<file path="src/design/lcrd_pkg.sv">
// Shared types and constants for the largest color run direction core.
// Used by every module of the block; depends on nothing.
`timescale 1ns / 1ps

package lcrd_pkg;

  // Row geometry: four camera rows side by side form one panoramic row
  localparam int CAMERA_WIDTH = 64;
  localparam int CAMERA_COUNT = 4;
  localparam int ROW_LEN      = CAMERA_WIDTH * CAMERA_COUNT;

  localparam int COLOR_W = 8;
  localparam int IDX_W   = $clog2(ROW_LEN);
  localparam int LEN_W   = IDX_W + 1;

  // Heading divider: quotient of (center * 2^17 + L) / (2 * L)
  localparam int QUO_W     = 17;
  localparam int DIV_REM_W = LEN_W + 1;
  localparam int DIV_STEPS = QUO_W;

  // Heading as a fraction of a full turn of 65536
  localparam int HEAD_W      = 17;
  localparam int HEAD_OFFSET = 8192;
  localparam int HEAD_HALF   = 32768;
  localparam int HEAD_TURN   = 65536;

  // Configuration register indexes
  localparam int CFG_IDX_W = 2;
  typedef enum logic [CFG_IDX_W-1:0] {
    REG_TARGET_RED   = 2'd0,
    REG_TARGET_GREEN = 2'd1,
    REG_TARGET_BLUE  = 2'd2
  } cfg_reg_t;

  // Run tracker state frozen at the end of a row
  typedef struct packed {
    logic             last_open;
    logic [1:0]       runs_seen;
    logic [IDX_W-1:0] open_start;
    logic [IDX_W-1:0] first_start;
    logic [LEN_W-1:0] first_length;
    logic [IDX_W-1:0] best_start;
    logic [LEN_W-1:0] best_length;
    logic [LEN_W-1:0] len_row;
  } row_sum_t;

  // Chosen run of a row
  typedef struct packed {
    logic             found;
    logic [LEN_W-1:0] run_len;
    logic [IDX_W-1:0] center;
    logic [LEN_W-1:0] len_row;
  } win_t;

  // One step of the heading divider
  typedef struct packed {
    logic                 found;
    logic [LEN_W-1:0]     run_len;
    logic [IDX_W-1:0]     center;
    logic [DIV_REM_W-1:0] rem;
    logic [DIV_REM_W-1:0] divisor;
    logic [QUO_W-1:0]     dividend;
    logic [QUO_W-1:0]     quo;
  } div_stage_t;

endpackage

</file>
<file path="src/design/lcrd_scan.sv">
// Target color registers, per-pixel run tracker and row summary register.
// Depends on lcrd_pkg.
`timescale 1ns / 1ps

module lcrd_scan (
  input  logic                            clk,
  input  logic                            rst,
  input  logic                            cfg_write,
  input  logic [lcrd_pkg::CFG_IDX_W-1:0]  cfg_index,
  input  logic [lcrd_pkg::COLOR_W-1:0]    cfg_data,
  input  logic [lcrd_pkg::COLOR_W-1:0]    red,
  input  logic [lcrd_pkg::COLOR_W-1:0]    green,
  input  logic [lcrd_pkg::COLOR_W-1:0]    blue,
  input  logic                            last_pixel,
  input  logic                            accept,
  input  logic                            adv,
  output logic                            sum_valid,
  output lcrd_pkg::row_sum_t              sum
);

  logic [lcrd_pkg::COLOR_W-1:0] target_red;
  logic [lcrd_pkg::COLOR_W-1:0] target_green;
  logic [lcrd_pkg::COLOR_W-1:0] target_blue;

  logic [lcrd_pkg::IDX_W-1:0] pixel_count;
  logic                       in_run;
  logic [lcrd_pkg::IDX_W-1:0] open_start;
  logic [1:0]                 runs_seen;
  logic [lcrd_pkg::IDX_W-1:0] first_start;
  logic [lcrd_pkg::LEN_W-1:0] first_length;
  logic [lcrd_pkg::IDX_W-1:0] best_start;
  logic [lcrd_pkg::LEN_W-1:0] best_length;

  logic                       in_run_next;
  logic [lcrd_pkg::IDX_W-1:0] open_start_next;
  logic [1:0]                 runs_seen_next;
  logic [lcrd_pkg::IDX_W-1:0] first_start_next;
  logic [lcrd_pkg::LEN_W-1:0] first_length_next;
  logic [lcrd_pkg::IDX_W-1:0] best_start_next;
  logic [lcrd_pkg::LEN_W-1:0] best_length_next;

  logic                       match;
  logic                       closing;
  logic                       row_end;
  logic [lcrd_pkg::LEN_W-1:0] close_len;
  logic                       sum_load;

  // Decode configuration writes; unknown indexes are dropped
  always_ff @(posedge clk) begin
    if (rst) begin
      target_red   <= '0;
      target_green <= '0;
      target_blue  <= '0;
    end else if (cfg_write) begin
      unique case (cfg_index)
        lcrd_pkg::REG_TARGET_RED:   target_red   <= cfg_data;
        lcrd_pkg::REG_TARGET_GREEN: target_green <= cfg_data;
        lcrd_pkg::REG_TARGET_BLUE:  target_blue  <= cfg_data;
        default: ;
      endcase
    end
  end

  // Track runs: open on a match, close on the first mismatch
  always_comb begin
    match   = (red == target_red) && (green == target_green) && (blue == target_blue);
    closing = in_run && !match;
    row_end = last_pixel || (pixel_count == lcrd_pkg::IDX_W'(lcrd_pkg::ROW_LEN - 1));
    close_len = {1'b0, pixel_count} - {1'b0, open_start};

    in_run_next       = match;
    open_start_next   = (match && !in_run) ? pixel_count : open_start;
    runs_seen_next    = runs_seen;
    first_start_next  = first_start;
    first_length_next = first_length;
    best_start_next   = best_start;
    best_length_next  = best_length;

    if (closing) begin
      if (runs_seen == 2'd0) begin
        first_start_next  = open_start;
        first_length_next = close_len;
        runs_seen_next    = 2'd1;
      end else begin
        // later run wins on equal length
        if (runs_seen == 2'd1 || close_len >= best_length) begin
          best_start_next  = open_start;
          best_length_next = close_len;
        end
        runs_seen_next = 2'd2;
      end
    end
  end

  // Advance tracker state; clear it after the row's last beat
  always_ff @(posedge clk) begin
    if (rst) begin
      pixel_count  <= '0;
      in_run       <= 1'b0;
      open_start   <= '0;
      runs_seen    <= 2'd0;
      first_start  <= '0;
      first_length <= '0;
      best_start   <= '0;
      best_length  <= '0;
    end else if (accept) begin
      if (row_end) begin
        pixel_count  <= '0;
        in_run       <= 1'b0;
        open_start   <= '0;
        runs_seen    <= 2'd0;
        first_start  <= '0;
        first_length <= '0;
        best_start   <= '0;
        best_length  <= '0;
      end else begin
        pixel_count  <= pixel_count + 1'b1;
        in_run       <= in_run_next;
        open_start   <= open_start_next;
        runs_seen    <= runs_seen_next;
        first_start  <= first_start_next;
        first_length <= first_length_next;
        best_start   <= best_start_next;
        best_length  <= best_length_next;
      end
    end
  end

  // Row summary register: loads when empty or when the pipe moves
  assign sum_load = adv || !sum_valid;

  always_ff @(posedge clk) begin
    if (rst) begin
      sum_valid <= 1'b0;
    end else if (sum_load) begin
      sum_valid <= accept && row_end;
    end
  end

  always_ff @(posedge clk) begin
    if (sum_load && accept && row_end) begin
      sum.last_open    <= in_run_next;
      sum.runs_seen    <= runs_seen_next;
      sum.open_start   <= open_start_next;
      sum.first_start  <= first_start_next;
      sum.first_length <= first_length_next;
      sum.best_start   <= best_start_next;
      sum.best_length  <= best_length_next;
      sum.len_row      <= {1'b0, pixel_count} + 1'b1;
    end
  end

endmodule

</file>
<file path="src/design/lcrd_select.sv">
// Picks the longest run of a row, joins runs across the wrap, finds its center.
// Depends on lcrd_pkg.
`timescale 1ns / 1ps

module lcrd_select (
  input  logic               clk,
  input  logic               rst,
  input  logic               adv,
  input  logic               sum_valid,
  input  lcrd_pkg::row_sum_t sum,
  output logic               win_valid,
  output lcrd_pkg::win_t     win
);

  logic                       joined;
  logic                       found;
  logic [lcrd_pkg::LEN_W-1:0] open_len;
  logic [lcrd_pkg::IDX_W-1:0] win_start;
  logic [lcrd_pkg::LEN_W-1:0] win_len;
  logic [lcrd_pkg::LEN_W:0]   center_sum;
  logic [lcrd_pkg::LEN_W:0]   center_mod;

  // Choose the window: wrap join first, then the later and longer runs
  always_comb begin
    joined   = sum.last_open && (sum.runs_seen != 2'd0) && (sum.first_start == '0);
    found    = (sum.runs_seen != 2'd0) || sum.last_open;
    open_len = sum.len_row - {1'b0, sum.open_start};
    win_start = '0;
    win_len   = '0;

    if (joined) begin
      win_start = sum.open_start;
      win_len   = sum.first_length + open_len;
      if (sum.runs_seen == 2'd2 && sum.best_length >= win_len) begin
        win_start = sum.best_start;
        win_len   = sum.best_length;
      end
    end else if (found) begin
      if (sum.runs_seen != 2'd0) begin
        win_start = sum.first_start;
        win_len   = sum.first_length;
      end
      if (sum.runs_seen == 2'd2 && sum.best_length >= win_len) begin
        win_start = sum.best_start;
        win_len   = sum.best_length;
      end
      if (sum.last_open && open_len >= win_len) begin
        win_start = sum.open_start;
        win_len   = open_len;
      end
    end

    // start plus half length stays below twice the row length
    center_sum = {2'b00, win_start} + {2'b00, win_len[lcrd_pkg::LEN_W-1:1]};
    center_mod = (center_sum >= {1'b0, sum.len_row})
               ? center_sum - {1'b0, sum.len_row} : center_sum;
  end

  always_ff @(posedge clk) begin
    if (rst) begin
      win_valid <= 1'b0;
    end else if (adv) begin
      win_valid <= sum_valid;
    end
  end

  always_ff @(posedge clk) begin
    if (adv) begin
      win.found   <= found;
      win.run_len <= win_len;
      win.center  <= center_mod[lcrd_pkg::IDX_W-1:0];
      win.len_row <= sum.len_row;
    end
  end

endmodule

</file>
<file path="src/design/lcrd_div.sv">
// Pipelined restoring divider for the heading, one quotient bit per stage.
// Depends on lcrd_pkg.
`timescale 1ns / 1ps

module lcrd_div (
  input  logic                 clk,
  input  logic                 rst,
  input  logic                 adv,
  input  logic                 win_valid,
  input  lcrd_pkg::win_t       win,
  output logic                 quo_valid,
  output lcrd_pkg::div_stage_t quo_data
);

  localparam int RW = lcrd_pkg::DIV_REM_W;
  localparam int QW = lcrd_pkg::QUO_W;

  logic                 stage_valid [lcrd_pkg::DIV_STEPS];
  lcrd_pkg::div_stage_t stage_data  [lcrd_pkg::DIV_STEPS];
  lcrd_pkg::div_stage_t init;

  // Shift in one dividend bit, subtract the divisor where it fits
  function automatic lcrd_pkg::div_stage_t div_step(input lcrd_pkg::div_stage_t s);
    logic [RW:0]          trial;
    logic [RW:0]          diff;
    lcrd_pkg::div_stage_t r;
    r     = s;
    trial = {s.rem, s.dividend[QW-1]};
    diff  = trial - {1'b0, s.divisor};
    if (trial >= {1'b0, s.divisor}) begin
      r.rem = diff[RW-1:0];
      r.quo = {s.quo[QW-2:0], 1'b1};
    end else begin
      r.rem = trial[RW-1:0];
      r.quo = {s.quo[QW-2:0], 1'b0};
    end
    r.dividend = {s.dividend[QW-2:0], 1'b0};
    return r;
  endfunction

  // Dividend is center * 2^17 + L: center seeds the remainder, L is shifted in
  always_comb begin
    init.found    = win.found;
    init.run_len  = win.run_len;
    init.center   = win.center;
    init.rem      = RW'(win.center);
    init.divisor  = {win.len_row, 1'b0};
    init.dividend = QW'(win.len_row);
    init.quo      = '0;
  end

  for (genvar i = 0; i < lcrd_pkg::DIV_STEPS; i++) begin : g_stage
    if (i == 0) begin : g_first
      always_ff @(posedge clk) begin
        if (rst) begin
          stage_valid[i] <= 1'b0;
        end else if (adv) begin
          stage_valid[i] <= win_valid;
        end
      end
      always_ff @(posedge clk) begin
        if (adv) begin
          stage_data[i] <= div_step(init);
        end
      end
    end else begin : g_next
      always_ff @(posedge clk) begin
        if (rst) begin
          stage_valid[i] <= 1'b0;
        end else if (adv) begin
          stage_valid[i] <= stage_valid[i-1];
        end
      end
      always_ff @(posedge clk) begin
        if (adv) begin
          stage_data[i] <= div_step(stage_data[i-1]);
        end
      end
    end
  end

  assign quo_valid = stage_valid[lcrd_pkg::DIV_STEPS-1];
  assign quo_data  = stage_data[lcrd_pkg::DIV_STEPS-1];

endmodule

</file>
<file path="src/design/largest_color_run_direction_core.sv">
// Top level of the largest color run direction core: handshakes and result register.
// Depends on lcrd_pkg, lcrd_scan, lcrd_select and lcrd_div.
`timescale 1ns / 1ps

// Takes one pixel of a panoramic row per cycle, back to back, and finds the
// longest run of the target color, with a run that touches both row ends
// joined across the wrap. One result beat follows each row: after the row's
// last pixel is taken, it passes through the row summary register, the run
// choice and center register, the heading divider stages (one quotient bit
// per stage) and the result register. The divider is pipelined, so rows as
// short as one pixel still go at one pixel per cycle. While a result waits
// under stall the whole pipe holds; pixels are still taken until the row
// summary register is occupied.
module largest_color_run_direction_core (
  input  logic                                clk,
  input  logic                                rst,
  input  logic                                cfg_write,
  input  logic [lcrd_pkg::CFG_IDX_W-1:0]      cfg_index,
  input  logic [lcrd_pkg::COLOR_W-1:0]        cfg_data,
  input  logic                                pixel_valid,
  output logic                                pixel_stall,
  input  logic [lcrd_pkg::COLOR_W-1:0]        red,
  input  logic [lcrd_pkg::COLOR_W-1:0]        green,
  input  logic [lcrd_pkg::COLOR_W-1:0]        blue,
  input  logic                                last_pixel,
  output logic                                result_valid,
  input  logic                                result_stall,
  output logic                                found,
  output logic [lcrd_pkg::LEN_W-1:0]          run_length,
  output logic [lcrd_pkg::IDX_W-1:0]          center_index,
  output logic signed [lcrd_pkg::HEAD_W-1:0]  heading
);

  localparam int HW = lcrd_pkg::HEAD_W + 1;

  logic                 adv;
  logic                 accept;
  logic                 sum_valid;
  lcrd_pkg::row_sum_t   sum;
  logic                 win_valid;
  lcrd_pkg::win_t       win;
  logic                 quo_valid;
  lcrd_pkg::div_stage_t quo_data;
  logic signed [HW-1:0] head_raw;
  logic signed [HW-1:0] head_wrap;

  // Move the pipe whenever the result register is free or being taken
  assign adv         = !result_valid || !result_stall;
  assign pixel_stall = sum_valid && !adv;
  assign accept      = pixel_valid && !pixel_stall;

  lcrd_scan u_scan (
    .clk        (clk),
    .rst        (rst),
    .cfg_write  (cfg_write),
    .cfg_index  (cfg_index),
    .cfg_data   (cfg_data),
    .red        (red),
    .green      (green),
    .blue       (blue),
    .last_pixel (last_pixel),
    .accept     (accept),
    .adv        (adv),
    .sum_valid  (sum_valid),
    .sum        (sum)
  );

  lcrd_select u_select (
    .clk       (clk),
    .rst       (rst),
    .adv       (adv),
    .sum_valid (sum_valid),
    .sum       (sum),
    .win_valid (win_valid),
    .win       (win)
  );

  lcrd_div u_div (
    .clk       (clk),
    .rst       (rst),
    .adv       (adv),
    .win_valid (win_valid),
    .win       (win),
    .quo_valid (quo_valid),
    .quo_data  (quo_data)
  );

  // Shift the quotient so that zero is the front, then fold into half a turn
  always_comb begin
    head_raw  = $signed({1'b0, quo_data.quo}) - HW'(lcrd_pkg::HEAD_OFFSET);
    head_wrap = (head_raw > HW'(lcrd_pkg::HEAD_HALF))
              ? head_raw - HW'(lcrd_pkg::HEAD_TURN) : head_raw;
  end

  // Result register
  always_ff @(posedge clk) begin
    if (rst) begin
      result_valid <= 1'b0;
    end else if (adv) begin
      result_valid <= quo_valid;
    end
  end

  always_ff @(posedge clk) begin
    if (adv) begin
      found        <= quo_data.found;
      run_length   <= quo_data.run_len;
      center_index <= quo_data.center;
      heading      <= quo_data.found ? head_wrap[lcrd_pkg::HEAD_W-1:0] : '0;
    end
  end

  // A row without a run reports all zeros
  assert property (@(posedge clk) disable iff (rst)
    result_valid && !found |-> run_length == '0 && center_index == '0 && heading == '0)
    else $error("empty row result carries nonzero fields");

  // A found run has at least one pixel
  assert property (@(posedge clk) disable iff (rst)
    result_valid && found |-> run_length != '0)
    else $error("found run with zero length");

  // Heading stays within half a turn either way
  assert property (@(posedge clk) disable iff (rst)
    result_valid |-> heading >= -17'sd32767 && heading <= 17'sd32768)
    else $error("heading out of range");

endmodule
</file>
<file path="config.mk">
export PLATFORM = sky130hd
export DESIGN_NAME = largest_color_run_direction_core
export DESIGN_NICKNAME = d
export VERILOG_FILES = /design/src/design/lcrd_pkg.sv /design/src/design/lcrd_scan.sv /design/src/design/lcrd_select.sv /design/src/design/lcrd_div.sv /design/src/design/largest_color_run_direction_core.sv
export SDC_FILE = /design/constraint.sdc
export NUM_CORES = 1
export LEC_CHECK = 0
export BUFFER_PORTS_ARGS = -buffer_cell sky130_fd_sc_hd__buf_2
export CORE_UTILIZATION = 31
export DETAILED_ROUTE_END_ITERATION = 8
export GPL_TIMING_DRIVEN = 0
export SYNTH_ARGS = -nofsm -noshare
export SYNTH_HDL_FRONTEND = slang
export SYNTH_SLANG_ARGS = --single-unit
</file>
<file path="constraint.sdc">
create_clock -name clk -period 39.9 [get_ports clk]
set_clock_uncertainty 0.05 [all_clocks]
set_input_delay 7.98 -clock clk [delete_from_list [all_inputs] [get_ports clk]]
set_output_delay 7.98 -clock clk [all_outputs]
set_load 0.05 [all_outputs]
</file>
# Word level (Yosys, flattened, before mapping)
# Memories as Yosys holds them, arrays and structs flattened. A register that Yosys moved wholly into a read port is not among the register bits.
# Index checks and enable logic that the tools add are counted.
# classes
n_reduce_logical,33
bitwise,17
mux,130
n_lt_le_gt_ge,23
add_sub_neg,26
n_eq_ne,8
# op_table
op,n
$mux W10,34
$mux W17,18
$ge A11 B10 Y1,16
$sub A10 B10 Y10,16
$mux W9,17
$mux W8,17
$ge A9 B9 Y1,5
$mux W1,41
$eq A8 B8 Y1,3
$gt A18 B17 Y1 const B,1
$sub A17 B14 Y18 const B,1
$or A1 B1 Y1,17
$sub A17 B17 Y17 const B,1
$logic_and A1 B1 Y1,14
$ge A9 B10 Y1,1
$sub A9 B10 Y10,1
$add A8 B1 Y9 const B,1
$add A8 B8 Y9,1
$add A9 B9 Y9,1
$sub A8 B8 Y9,1
$sub A9 B8 Y9,1
$add A8 B1 Y8 const B,1
$eq A8 B8 Y1 const B,1
$logic_not A8 Y1,1
9 further kinds,26
# totals
ramBits,1224
elab_cells,268
mem_count,2
ff_bits,195
# memory_table
name,depth,width,read_ports,rd_clocked_by_memory_dff,write_ports,line_no,text
u_div.stage_data,17,71,17,0,17,lcrd_div.sv:19,lcrd_pkg::div_stage_t stage_data [lcrd_pkg::DIV_STEPS];
u_div.stage_valid,17,1,17,1,17,lcrd_div.sv:18,logic stage_valid [lcrd_pkg::DIV_STEPS];

# Depth between registers and ports, before layout
# Gate-level depths: netlist of the first run.
# logic_depth
word_depth,17
depth_mapped,37

# Hierarchy
# From an unflattened synthesis of the first run, not the netlist that was laid out.
# hier_totals
hier_cells,3166
hier_area_um2,43768.2
# modules_own_cells
module,area_each_um2,cells_each,n_inst
lcrd_div,32726.4,2147,1
lcrd_scan,5906.9,514,1
lcrd_select,3843.7,434,1
largest_color_run_direction_core,1291.2,71,1

# Worst setup path after synthesis of the first run
# No wires, ideal clock.
# synth_timing
path_type,input to register
startpoint,in result_stall
endpoint,reg center_index[0] in the netlist's numbering (enable)
t_arrival_ps,20895
path_stages,1
slack_ps,13387
path_buffers,0
setup_time_ps,5568
path_cell_list,nand2_1
# synth_between
elab_chain_len,2
# synth_lines
item,line_no,text
"start, declared",largest_color_run_direction_core.sv:27,"input logic result_stall,"
$logic_not A1 Y1,largest_color_run_direction_core.sv:48,assign adv = !result_valid || !result_stall;
$logic_or A1 B1 Y1,largest_color_run_direction_core.sv:48,
"end signal, assigned",largest_color_run_direction_core.sv:108,center_index <= quo_data.center;
"end, declared",largest_color_run_direction_core.sv:30,"output logic [lcrd_pkg::IDX_W-1:0] center_index,"
# Every way passes these cells.
# A chain may end at the register's enable or synchronous reset.

# Worst setup path in the final report of the first run
# layout_timing
startpoint,in result_stall
endpoint,out pixel_stall
# layout_between
elab_chain_len,4
# layout_lines
item,line_no,text
$logic_not A1 Y1,largest_color_run_direction_core.sv:48,
$logic_or A1 B1 Y1,largest_color_run_direction_core.sv:48,
$logic_not A1 Y1,largest_color_run_direction_core.sv:49,assign pixel_stall = sum_valid && !adv;
$logic_and A1 B1 Y1,largest_color_run_direction_core.sv:49,
"end, declared",largest_color_run_direction_core.sv:21,"output logic pixel_stall,"
# Every way passes these cells.

==> results of run 1 <==
==> area by class of cell <==
| class | instances | area share (%) |
|---|---|---|
| plain buffers | 52 | 0.515 |
| clock buffers | 123 | 5.34 |
| clock inverters | 51 | 0.990 |
| inverters | 275 | 2.16 |
| multi-input cells | 1608 | 26.3 |
| flip-flops and latches | 960 | 58.5 |
| well taps | 1768 | 4.62 |
| repair buffers | 88 | 1.52 |
==> critical path, stage by stage <==
cell and delay (ns):
buf_2 0.17, nand3_1 0.12, inv_1 0.12, buf_2 0.27
==> state kept, by name (all words and copies together), names as in the netlist, 9 cells and up <==
signal / cells
u_scan.sum: 54
u_div.stage_data: 747
u_div.stage_valid: 17
u_scan.best_length: 9
run_length: 9
heading: 17
u_select.win: 27
u_scan.first_length: 9
==> placed cells by master (no fill, tap or decap), drive strengths merged, types with 80 or more instances in the layout <==
cell type / netlist / final
xnor2: 90 / 90
edfxtp: 880 / 880
mux2: 122 / 122
clkbuf: 36 / 159
o21ai: 132 / 132
inv: 274 / 278
ha: 229 / 229
dfxtp: 80 / 80
nand2: 124 / 124
a21oi: 115 / 115
nor2: 173 / 173
buf: 16 / 104
==> report_power, final <==
part / internal, W / switching (W) / leakage [nW] / total, W
Sequential: 0.00145 / 0.0000924 / 9.86 / 0.00154
Combinational: 0.000388 / 0.000441 / 6.84 / 0.000830
Clock: 0.000488 / 0.000374 / 1.47 / 0.000861
Total: 0.00233 / 0.000908 / 18.2 / 0.00324
==> stage by stage <==
step / util [%] / area [µm²] / cells / hold WS, ns
finish: 35.8 / 47900 / 4925 / 0.352
CTS: 35.8 / 47900 / 4925 / 0.352
global placement: 33.3 / 44500 / 4738 / 0.351
global route: 35.8 / 47900 / 4925 / 0.356
floorplan: - / 41900 / 2895 / 0.350
detailed placement: 33.5 / 44900 / 4751 / 0.355
==> worst paths after layout <==
check	start	end
setup / recovery	result_stall	pixel_stall
hold / removal	u_div.stage_data[1][209]	u_div.stage_data[1][280]
setup reg to reg	u_scan.sum[0]	u_select.win[10]
hold reg to reg	u_div.stage_data[1][209]	u_div.stage_data[1][280]
==> per-layer routing <==
layer / vias up / global-route usage (%) / share of wire, %
li1: 11100 / - / -
met1: 10700 / 12.4 / 45
met2: 386 / 17.0 / 48
met3: 161 / 2.00 / 3.6
met4: 0 / 4.32 / 3.8
met5: - / 0 / 0
==> cell families (layout without fill, tap and decap cells) <==
kind of cell,count (synthesis),after routing,share of synthesized area (%)
adders and majority gates,250,250,7.84
xor gates and xnor gates,143,143,2.99
DFF,960,960,66.9
and+or+nand+nor,560,560,6.77
muxes,172,172,4.47
buffers and inverters,327,589,3.05
AOI/OAI and AO/OA,483,483,7.99
==> impl_metrics.csv, run 1 <==
group,metric,value,unit
layout,antenna_cells,0,
synthesis,synthArstFlopShare,0,%
power_and_ir_drop,power_leakage,18.2,nW
routing,wl_per_cell,14.1,µm
hold_path,min_path_type,"flop to flop",
layout,fillers,12700,
floorplanning,die_h,370,µm
clock_network,cts_setup_buffers,0,
placed_design,pre_cts_ws,23.21,ns
power_and_ir_drop,powerDensity,67.6,nW/µm²
critical_path,cp_max_fo,6,
critical_path,r2r_slack,30.91,ns
timing,worst_slew_pin_slew,0.764,ns
synthesis,yosysMostFrequentCell,"edfxtp_1",
synthesis,yosysTopAreaCellShare,63.1,%
floorplanning,core_area,134000,µm²
layout,area_growth_syn_to_layout,14.3,%
critical_path,r2r_cells,36,
synthesis,syn_nets,3185,
placed_design,dp_hpwl,47900,µm
timing,hold_violations,0,
clock_network,h-tree-depth,3,
routing,ant_nets,0,
timing,setup_tns,0,ns
routing,via_per_inst,4.53,
global_route,grt_pass1_wl,112000,µm
hold_path,hold_depth,0,
floorplanning,start_util,31.3,%
synthesis,yosysUniqueCellTypes,81,
power_and_ir_drop,total_power,0.00324,W
critical_path,worstPathArrival,8.66,ns
clock_network,ctsHoldBuffers,0,
timing,worst_slack,23.21,ns
clock_network,clk_transition_reported_paths,0.06,ns
layout,multi_input_area,12600,µm²
global_route,gr-usage-all-layers,10.0,%
critical_path,startpoint_type,"input pin",
flow_run,maxCapViolCount,0,
clock_network,numCtsBuffers,96,
layout,nets,3371,
synthesis,synth_ff_type,"edfxtp_1",
timing,max-slew-margin-rel,48.7,%
critical_path,worstSetupEndpointType,"output pin",
synthesis,synth_warnings,0,
floorplanning,row_count,134,
layout,seq_area,28000,µm²
placed_design,io_buffers,75,
floorplanning,num_io_pins,77,
timing,timing.fmax,59.9,MHz
clock_network,ctsResizeCount,0,
synthesis,synth_edf_count,880,
floorplanning,die-width,370,µm
critical_path,worst_ep_required_time,31.87,ns
outcome,violations,"DRC",
clock_network,root_buffer,"clkbuf_16",
placed_design,place_congestion,0.837,
layout,drive_gt1_share,12.8,%
routing,dr.first_iter.drc_count,1451,
timing,final-max-slew-violation-count,0,
critical_path,setup.worst_path.class,"input pin to output pin",
clock_network,clock_sink_count,960,
global_route,grt_overflow_total,0,
clock_network,clock_latency,0.68,ns
global_route,grt_antenna_before_repair,0,
synthesis,synth_common_cells,"edfxtp_1 (880), inv_1 (273), ha_1 (229)",
synthesis,synth_cells,2895,
routing,dr.pass1.iters,7,
global_route,grt_pass1_vias,22100,
timing,finalCritPeriodShare,41.8,%
routing,vias,22300,
synthesis,ys_seq_area_share,66.9,%
global_route,grt_max_degree,77,
routing,drc,6,
routing,wl,69600,µm
synthesis,synth-seq-cells,960,
synthesis,syn_area,41900,µm²
synthesis,synth_area_leaders,"edfxtp_1 (63%), ha_1 (6.8%), dfxtp_1 (3.8%)",
clock_network,cts_buffer_depth,3,
outcome,outcome,"complete, but fails checks",
synthesis,syn-mean-instance-area,14.5,µm²
power_and_ir_drop,vdd_drop_max,0.0000380,V
synthesis,synth_top_cell_by_area,"edfxtp_1",
clock_network,cts_tree,"done",
timing,setup_violations,0,
floorplanning,dieArea,137000,µm²
timing,finalCriticalPeriod,16.69,ns
timing,grt_setup_unrepaired,"false",
Note: power is estimated with default switching activity, not from simulation.
==> inputs of run 2 (changes only) <==
==> constraint.sdc (replaced) <==
create_clock -name clk -period 14.6 [get_ports clk]
set_clock_uncertainty 0.05 [all_clocks]
set_input_delay 2.92 -clock clk [delete_from_list [all_inputs] [get_ports clk]]
set_output_delay 2.92 -clock clk [all_outputs]
set_load 0.05 [all_outputs]
==> impl_metrics.csv, run 2 (synthesized netlist as in run 1, its figures left out) <==
group,metric,value,unit
outcome,outcome,"complete, no violations",
clock_network,clock_sink_count,960,
critical_path,cpMostUsedCell,"a21oi_1",
floorplanning,dieArea,137000,µm²
power_and_ir_drop,power_leakage,18.2,nW
layout,reg_top3,"u_div.stage_data (747), u_scan.sum (54), u_select.win (27)",
layout,final_common_cell,"edfxtp_1",
floorplanning,start_util,31.3,%
global_route,grt_pass1_wl,112000,µm
timing,max-slew-margin-rel,46.9,%
routing,vias,22100,
timing,worst_slew_pin_slew,0.797,ns
layout,stdcell_area,48000,µm²
critical_path,setup.worst_path.class,"flop to flop",
floorplanning,die_h,370,µm
critical_path,startpoint_type,"flop",
placed_design,place_congestion,0.832,
timing,hold_violations,0,
layout,layout_common_cells,"edfxtp_1 (880), inv_1 (273), ha_1 (229), nor2_1 (163), nand2_1 (122)",
timing,finalCriticalPeriod,8.98,ns
timing,hold_ws,0.342,ns
power_and_ir_drop,total_power,0.00902,W
clock_network,root_buffer,"clkbuf_16",
placed_design,io_buffers,75,
routing,drc,0,
layout,drive_gt1_share,12.8,%
clock_network,ctsResizeCount,0,
floorplanning,core_area,134000,µm²
timing,setup_violations,0,
global_route,grt_pass1_vias,22000,
routing,dr.first_iter.drc_count,1337,
global_route,grt_max_degree,131,
power_and_ir_drop,vdd_drop_max,0.0000930,V
critical_path,crit_path_start,"u_scan.sum[0]",
clock_network,h-tree-depth,3,
placed_design,dp_cells,4746,
clock_network,clk_transition_reported_paths,0.06,ns
flow_run,maxCapViolCount,0,
critical_path,crit_path_end,"u_select.win[10]",
critical_path,cp_max_fo,10,
critical_path,r2r_slack,5.62,ns
timing,timing.fmax,111,MHz
clock_network,ctsHoldBuffers,0,
critical_path,worstPathArrival,9.35,ns
critical_path,worstSetupEndpointType,"flop",
routing,wl,69100,µm
global_route,gr-usage-all-layers,10.1,%
layout,fillers,12800,
global_route,grt_antenna_before_repair,1,
routing,ant_nets,0,
timing,grt_setup_unrepaired,"false",
clock_network,cts_setup_buffers,0,
layout,area_growth_syn_to_layout,14.6,%
placed_design,dp_hpwl,46800,µm
placed_design,dpl_cell_area,44700,µm²
clock_network,cts_buffer_depth,3,
critical_path,r2r-start,"u_scan.sum[0]",
power_and_ir_drop,powerDensity,188,nW/µm²
layout,largest_reg_flops,747,
clock_network,clock_latency,0.68,ns
floorplanning,row_count,134,
critical_path,timing.rr.end,"u_select.win[10]",
hold_path,min_path_type,"flop to flop",
floorplanning,num_io_pins,77,
global_route,grt_overflow_total,0,
critical_path,critPathMaxStageDelay,0.52,ns
layout,nets,3366,
routing,dr.pass1.iters,6,
floorplanning,die-width,370,µm
critical_path,worst_ep_required_time,14.97,ns
routing,via_per_inst,4.49,
critical_path,r2r_cells,36,
routing,wl_per_cell,14.0,µm
layout,top_register,"u_div.stage_data",
clock_network,cts_tree,"done",
critical_path,crit_slowest_cell,"a21oi_1",
layout,stdcell_count,4925,
timing,final-max-slew-violation-count,0,
layout,antenna_cells,0,
timing,setup_tns,0,ns
timing,finalCritPeriodShare,61.5,%
clock_network,numCtsBuffers,96,
==> run 2: cell count changes in the layout (fill, tap and decap cells not counted), sizes merged <==
| cell | before | now |
|---|---|---|
| clkbuf | 159 | 152 |
| clkinvlp | 6 | 7 |
| bufinv | 5 | 14 |
| buf | 104 | 99 |
| clkinv | 37 | 43 |
| inv | 278 | 274 |
==> run 2: where the power goes <==
group,total (W),leakage (nW),switching [W],internal (W)
Clock,0.00254,1.59,0.00103,0.00150
Combinational,0.00226,6.76,0.00120,0.00106
Sequential,0.00422,9.86,0.000253,0.00397
==> run 2: worst min-delay path by stage <==
stage          slack (ns)  cells after the start                       end                      from
2_1_floorplan        0.35                      0           center_index[0]   u_div.stage_data[2][53]
3_3_place_gp         0.35                      0  u_div.stage_data[1][354]  u_div.stage_data[1][283]
3_5_place_dp         0.35                      0           center_index[6]   u_div.stage_data[2][59]
4_1_cts              0.34                      0           center_index[7]   u_div.stage_data[2][60]
5_1_grt              0.35                      0    u_div.stage_data[1][6]  u_div.stage_data[0][502]
6_report             0.34                      0   u_div.stage_data[1][79]    u_div.stage_data[1][7]
==> run 2: metrics by stage <==
step	utilization, %	setup slack, ns
after floorplan	-	1.29
after global placement	33.3	-3.13
after detailed placement	33.4	5.61
after CTS	35.9	5.58
after global routing	35.9	4.95
final	35.9	5.62
==> run 2: area by class of cell <==
class	instances	area, µm²	share of cell area, %
sequential	960	28000	58.4
multi-input combinational	1608	12600	26.3
timing repair buffer	83	588	1.22
inverter	275	1030	2.15
clock inverter	63	733	1.53
clock buffer	116	2560	5.33
tap	1768	2210	4.61
buffer	52	246	0.513
==> run 2: layer usage <==
metal / wire length [µm] / GRT usage [%] / vias up / part of all wire [%]
met5: 0 / 0 / - / 0
met3: 2770 / 2.24 / 154 / 4.0
met1: 30800 / 12.4 / 10500 / 45
met4: 2110 / 3.48 / 0 / 3.0
met2: 33500 / 17.3 / 338 / 48
li1: - / - / 11100 / -
==> run 2: critical path, delay by kind of cell (launching register included) <==
kind / cells / cell delay, ns
buf+inv: 3 / 0.57
simple gates: 8 / 0.98
xor+xnor: 2 / 0.47
fa+ha+maj: 7 / 2.29
compound gates: 15 / 3.39
flops: 1 / 0.51
mux: 1 / 0.46
==> inputs of run 3 (changes only) <==
--- a/config.mk
+++ b/config.mk
@@ -5,6 +5,7 @@
 export SDC_FILE = /design/constraint.sdc
 export NUM_CORES = 1
 export LEC_CHECK = 0
+export ABC_AREA = 1
 export BUFFER_PORTS_ARGS = -buffer_cell sky130_fd_sc_hd__buf_2
 export CORE_UTILIZATION = 31
 export DETAILED_ROUTE_END_ITERATION = 8
==> constraint.sdc (replaced) <==
create_clock -name clk -period 9.2 [get_ports clk]
set_clock_uncertainty 0.05 [all_clocks]
set_input_delay 1.84 -clock clk [delete_from_list [all_inputs] [get_ports clk]]
set_output_delay 1.84 -clock clk [all_outputs]
set_load 0.05 [all_outputs]
==> impl_metrics.csv, run 3 <==
group,metric,value,unit
outcome,outcome,"complete, no violations",
layout,top_register,"u_div.stage_data",
synthesis,yosys.area_share.simple,10.5,%
clock_network,cts_setup_buffers,0,
critical_path,worstSetupEndpointType,"flop",
layout,largest_reg_flops,747,
global_route,grt_pass1_wl,122000,µm
clock_network,h-tree-depth,3,
layout,layout_common_cells,"edfxtp_1 (880), nand2_1 (596), inv_1 (478), a21oi_1 (293), ha_1 (229)",
timing,grt_setup_unrepaired,"false",
timing,finalCritPeriodShare,90.7,%
synthesis,synth_top_cell_by_area,"edfxtp_1",
synthesis,synth_edf_count,880,
floorplanning,die-width,371,µm
critical_path,startpoint_type,"flop",
floorplanning,row_count,134,
placed_design,io_buffers,75,
synthesis,synth.area.mux_share,0,%
clock_network,cts_buffer_depth,3,
critical_path,cpMostUsedCell,"nand2_1",
critical_path,worst_ep_required_time,9.56,ns
clock_network,clock_sink_count,960,
timing,setup_tns,0,ns
global_route,grt_overflow_total,0,
critical_path,cp_max_fo,10,
critical_path,setup.worst_path.class,"flop to flop",
timing,max-slew-margin-rel,42.9,%
clock_network,numCtsBuffers,97,
synthesis,synth_area_leaders,"edfxtp_1 (63%), ha_1 (6.8%), nand2_1 (5.3%)",
power_and_ir_drop,vdd_drop_max,0.000159,V
power_and_ir_drop,powerDensity,294,nW/µm²
global_route,grt_antenna_before_repair,2,
clock_network,cts_tree,"done",
floorplanning,num_io_pins,77,
timing,setup_violations,0,
routing,wl,75800,µm
timing,final-max-slew-violation-count,0,
flow_run,maxCapViolCount,0,
layout,antenna_cells,0,
timing,timing.fmax,120,MHz
layout,stdcell_count,5540,
layout,reg_top3,"u_div.stage_data (747), u_scan.sum (54), u_select.win (27)",
hold_path,min_path_type,"flop to flop",
critical_path,critPathMaxStageDelay,0.69,ns
routing,wl_per_cell,13.7,µm
synthesis,synth_fa_ha_area_share,7.79,%
synthesis,synth-xor-area-share,2.78,%
routing,dr.pass1.iters,5,
synthesis,syn_area,42200,µm²
synthesis,synth_common_cells,"edfxtp_1 (880), nand2_1 (597), inv_1 (478)",
routing,vias,24600,
synthesis,yosysMostFrequentCell,"edfxtp_1",
clock_network,root_buffer,"clkbuf_16",
timing,finalCriticalPeriod,8.34,ns
clock_network,ctsResizeCount,0,
placed_design,dp_cells,5361,
critical_path,worstPathArrival,8.70,ns
timing,hold_violations,0,
floorplanning,dieArea,138000,µm²
layout,final_common_cell,"edfxtp_1",
synthesis,synth-seq-cells,960,
synthesis,synth_cells,3511,
floorplanning,die_h,371,µm
synthesis,synth_warnings,0,
layout,area_growth_syn_to_layout,14.1,%
timing,worst_slew_pin_slew,0.850,ns
routing,ant_nets,0,
floorplanning,start_util,31.4,%
global_route,grt_max_degree,131,
routing,route.met3.wl,3490,µm
critical_path,r2r_slack,0.86,ns
clock_network,ctsHoldBuffers,0,
layout,nets,3982,
routing,via_per_inst,4.45,
clock_network,clk_transition_reported_paths,0.07,ns
routing,dr.first_iter.drc_count,1868,
synthesis,syn_nets,3801,
power_and_ir_drop,power_leakage,19.9,nW
routing,drc,0,
synthesis,synth_top_family_by_area,"simple AND/OR/NAND/NOR gates",
floorplanning,core_area,134000,µm²
placed_design,dp_hpwl,52500,µm
synthesis,synth_ff_type,"edfxtp_1",
clock_network,clock_latency,0.70,ns
global_route,grt_pass1_vias,23600,
synthesis,syn-mean-instance-area,12.0,µm²
synthesis,synthArstFlopShare,0,%
critical_path,crit_slowest_cell,"o21ai_1",
timing,hold_ws,0.336,ns
synthesis,yosysUniqueCellTypes,48,
synthesis,synth_compound_area_share,7.46,%
global_route,gr-usage-all-layers,10.9,%
synthesis,ys_seq_area_share,66.4,%
synthesis,yosysTopAreaCellShare,62.6,%
placed_design,place_congestion,0.887,
layout,drive_gt1_share,8.43,%
routing,wl_met1,34600,µm
routing,wl_met2,35200,µm
layout,fillers,13000,
routing,routed.top_layer,"met5",
run 3: cell count changes after synthesis, sizes merged, moves of 30 or more:
| cell | change |
|---|---|
| a21oi | +186 |
| a22oi | -30 |
| inv | +213 |
| mux2 | -122 |
| mux2i | -50 |
| nand2 | +495 |
| nand3 | +96 |
| nor2 | +37 |
| nor2b | -57 |
| o21ai | +50 |
| xnor2 | -39 |
| xor2 | +30 |
run 3: kinds of logic after synthesis:
| kind of cell | Yosys count |
|---|---|
| compound gates | 571 |
| xor+xnor | 134 |
| fa+ha+maj | 250 |
| buf+inv | 545 |
| flops | 960 |
| simple gates | 1051 |
run 3: routing by layer:
layer  GRT usage [%]  up-vias
li1                -    12500
met3            2.38      149
met5               0        -
met4            4.09        4
met2            17.9      461
met1            14.1    11500
run 3: layout make-up:
| type | count | area, µm² | area share (%) |
|---|---|---|---|
| tap | 1768 | 2210 | 4.60 |
| clock inverter | 56 | 614 | 1.28 |
| timing repair buffer | 82 | 561 | 1.16 |
| inverter | 489 | 1840 | 3.81 |
| clock buffer | 123 | 2530 | 5.27 |
| multi-input combinational | 2006 | 12100 | 25.1 |
| sequential | 960 | 28000 | 58.2 |
| buffer | 56 | 273 | 0.567 |
run 3: path summary, 6_finish.rpt:
kind                            start                       end  depth (start not counted)
max                    u_scan.sum[52]          u_select.win[16]                         38
min          u_div.stage_data[0][134]  u_div.stage_data[0][205]                          0
max reg2reg            u_scan.sum[52]          u_select.win[16]                         38
min reg2reg  u_div.stage_data[0][134]  u_div.stage_data[0][205]                          0
run 3: power by group:
group	total, W	switching (W)	internal [W]
Sequential	0.00686	0.000458	0.00640
Clock	0.00387	0.00169	0.00218
Combinational	0.00342	0.00211	0.00130
Total	0.0141	0.00426	0.00988
run 3: through the flow:
stage	setup slack, ns	area (µm²)	power, W	utilization, %
final	0.860	48100	0.0141	35.8
after global routing	0.0423	48100	0.0151	35.8
after CTS	0.750	48100	0.0143	35.8
after detailed placement	0.835	45000	0.0104	33.5
after global placement	-0.116	44800	0.0103	33.4
after floorplan	0.744	42200	0.00945	-
run 3: worst max-delay path: cells and delay by family (launching register included):
kind / cells / cell delay, ns
and+or+nand+nor: 17 / 2.65
AOI/OAI and AO/OA: 9 / 1.73
buffers and inverters: 7 / 1.72
adders and majority gates: 4 / 1.23
DFF: 1 / 0.39
xor gates and xnor gates: 1 / 0.24
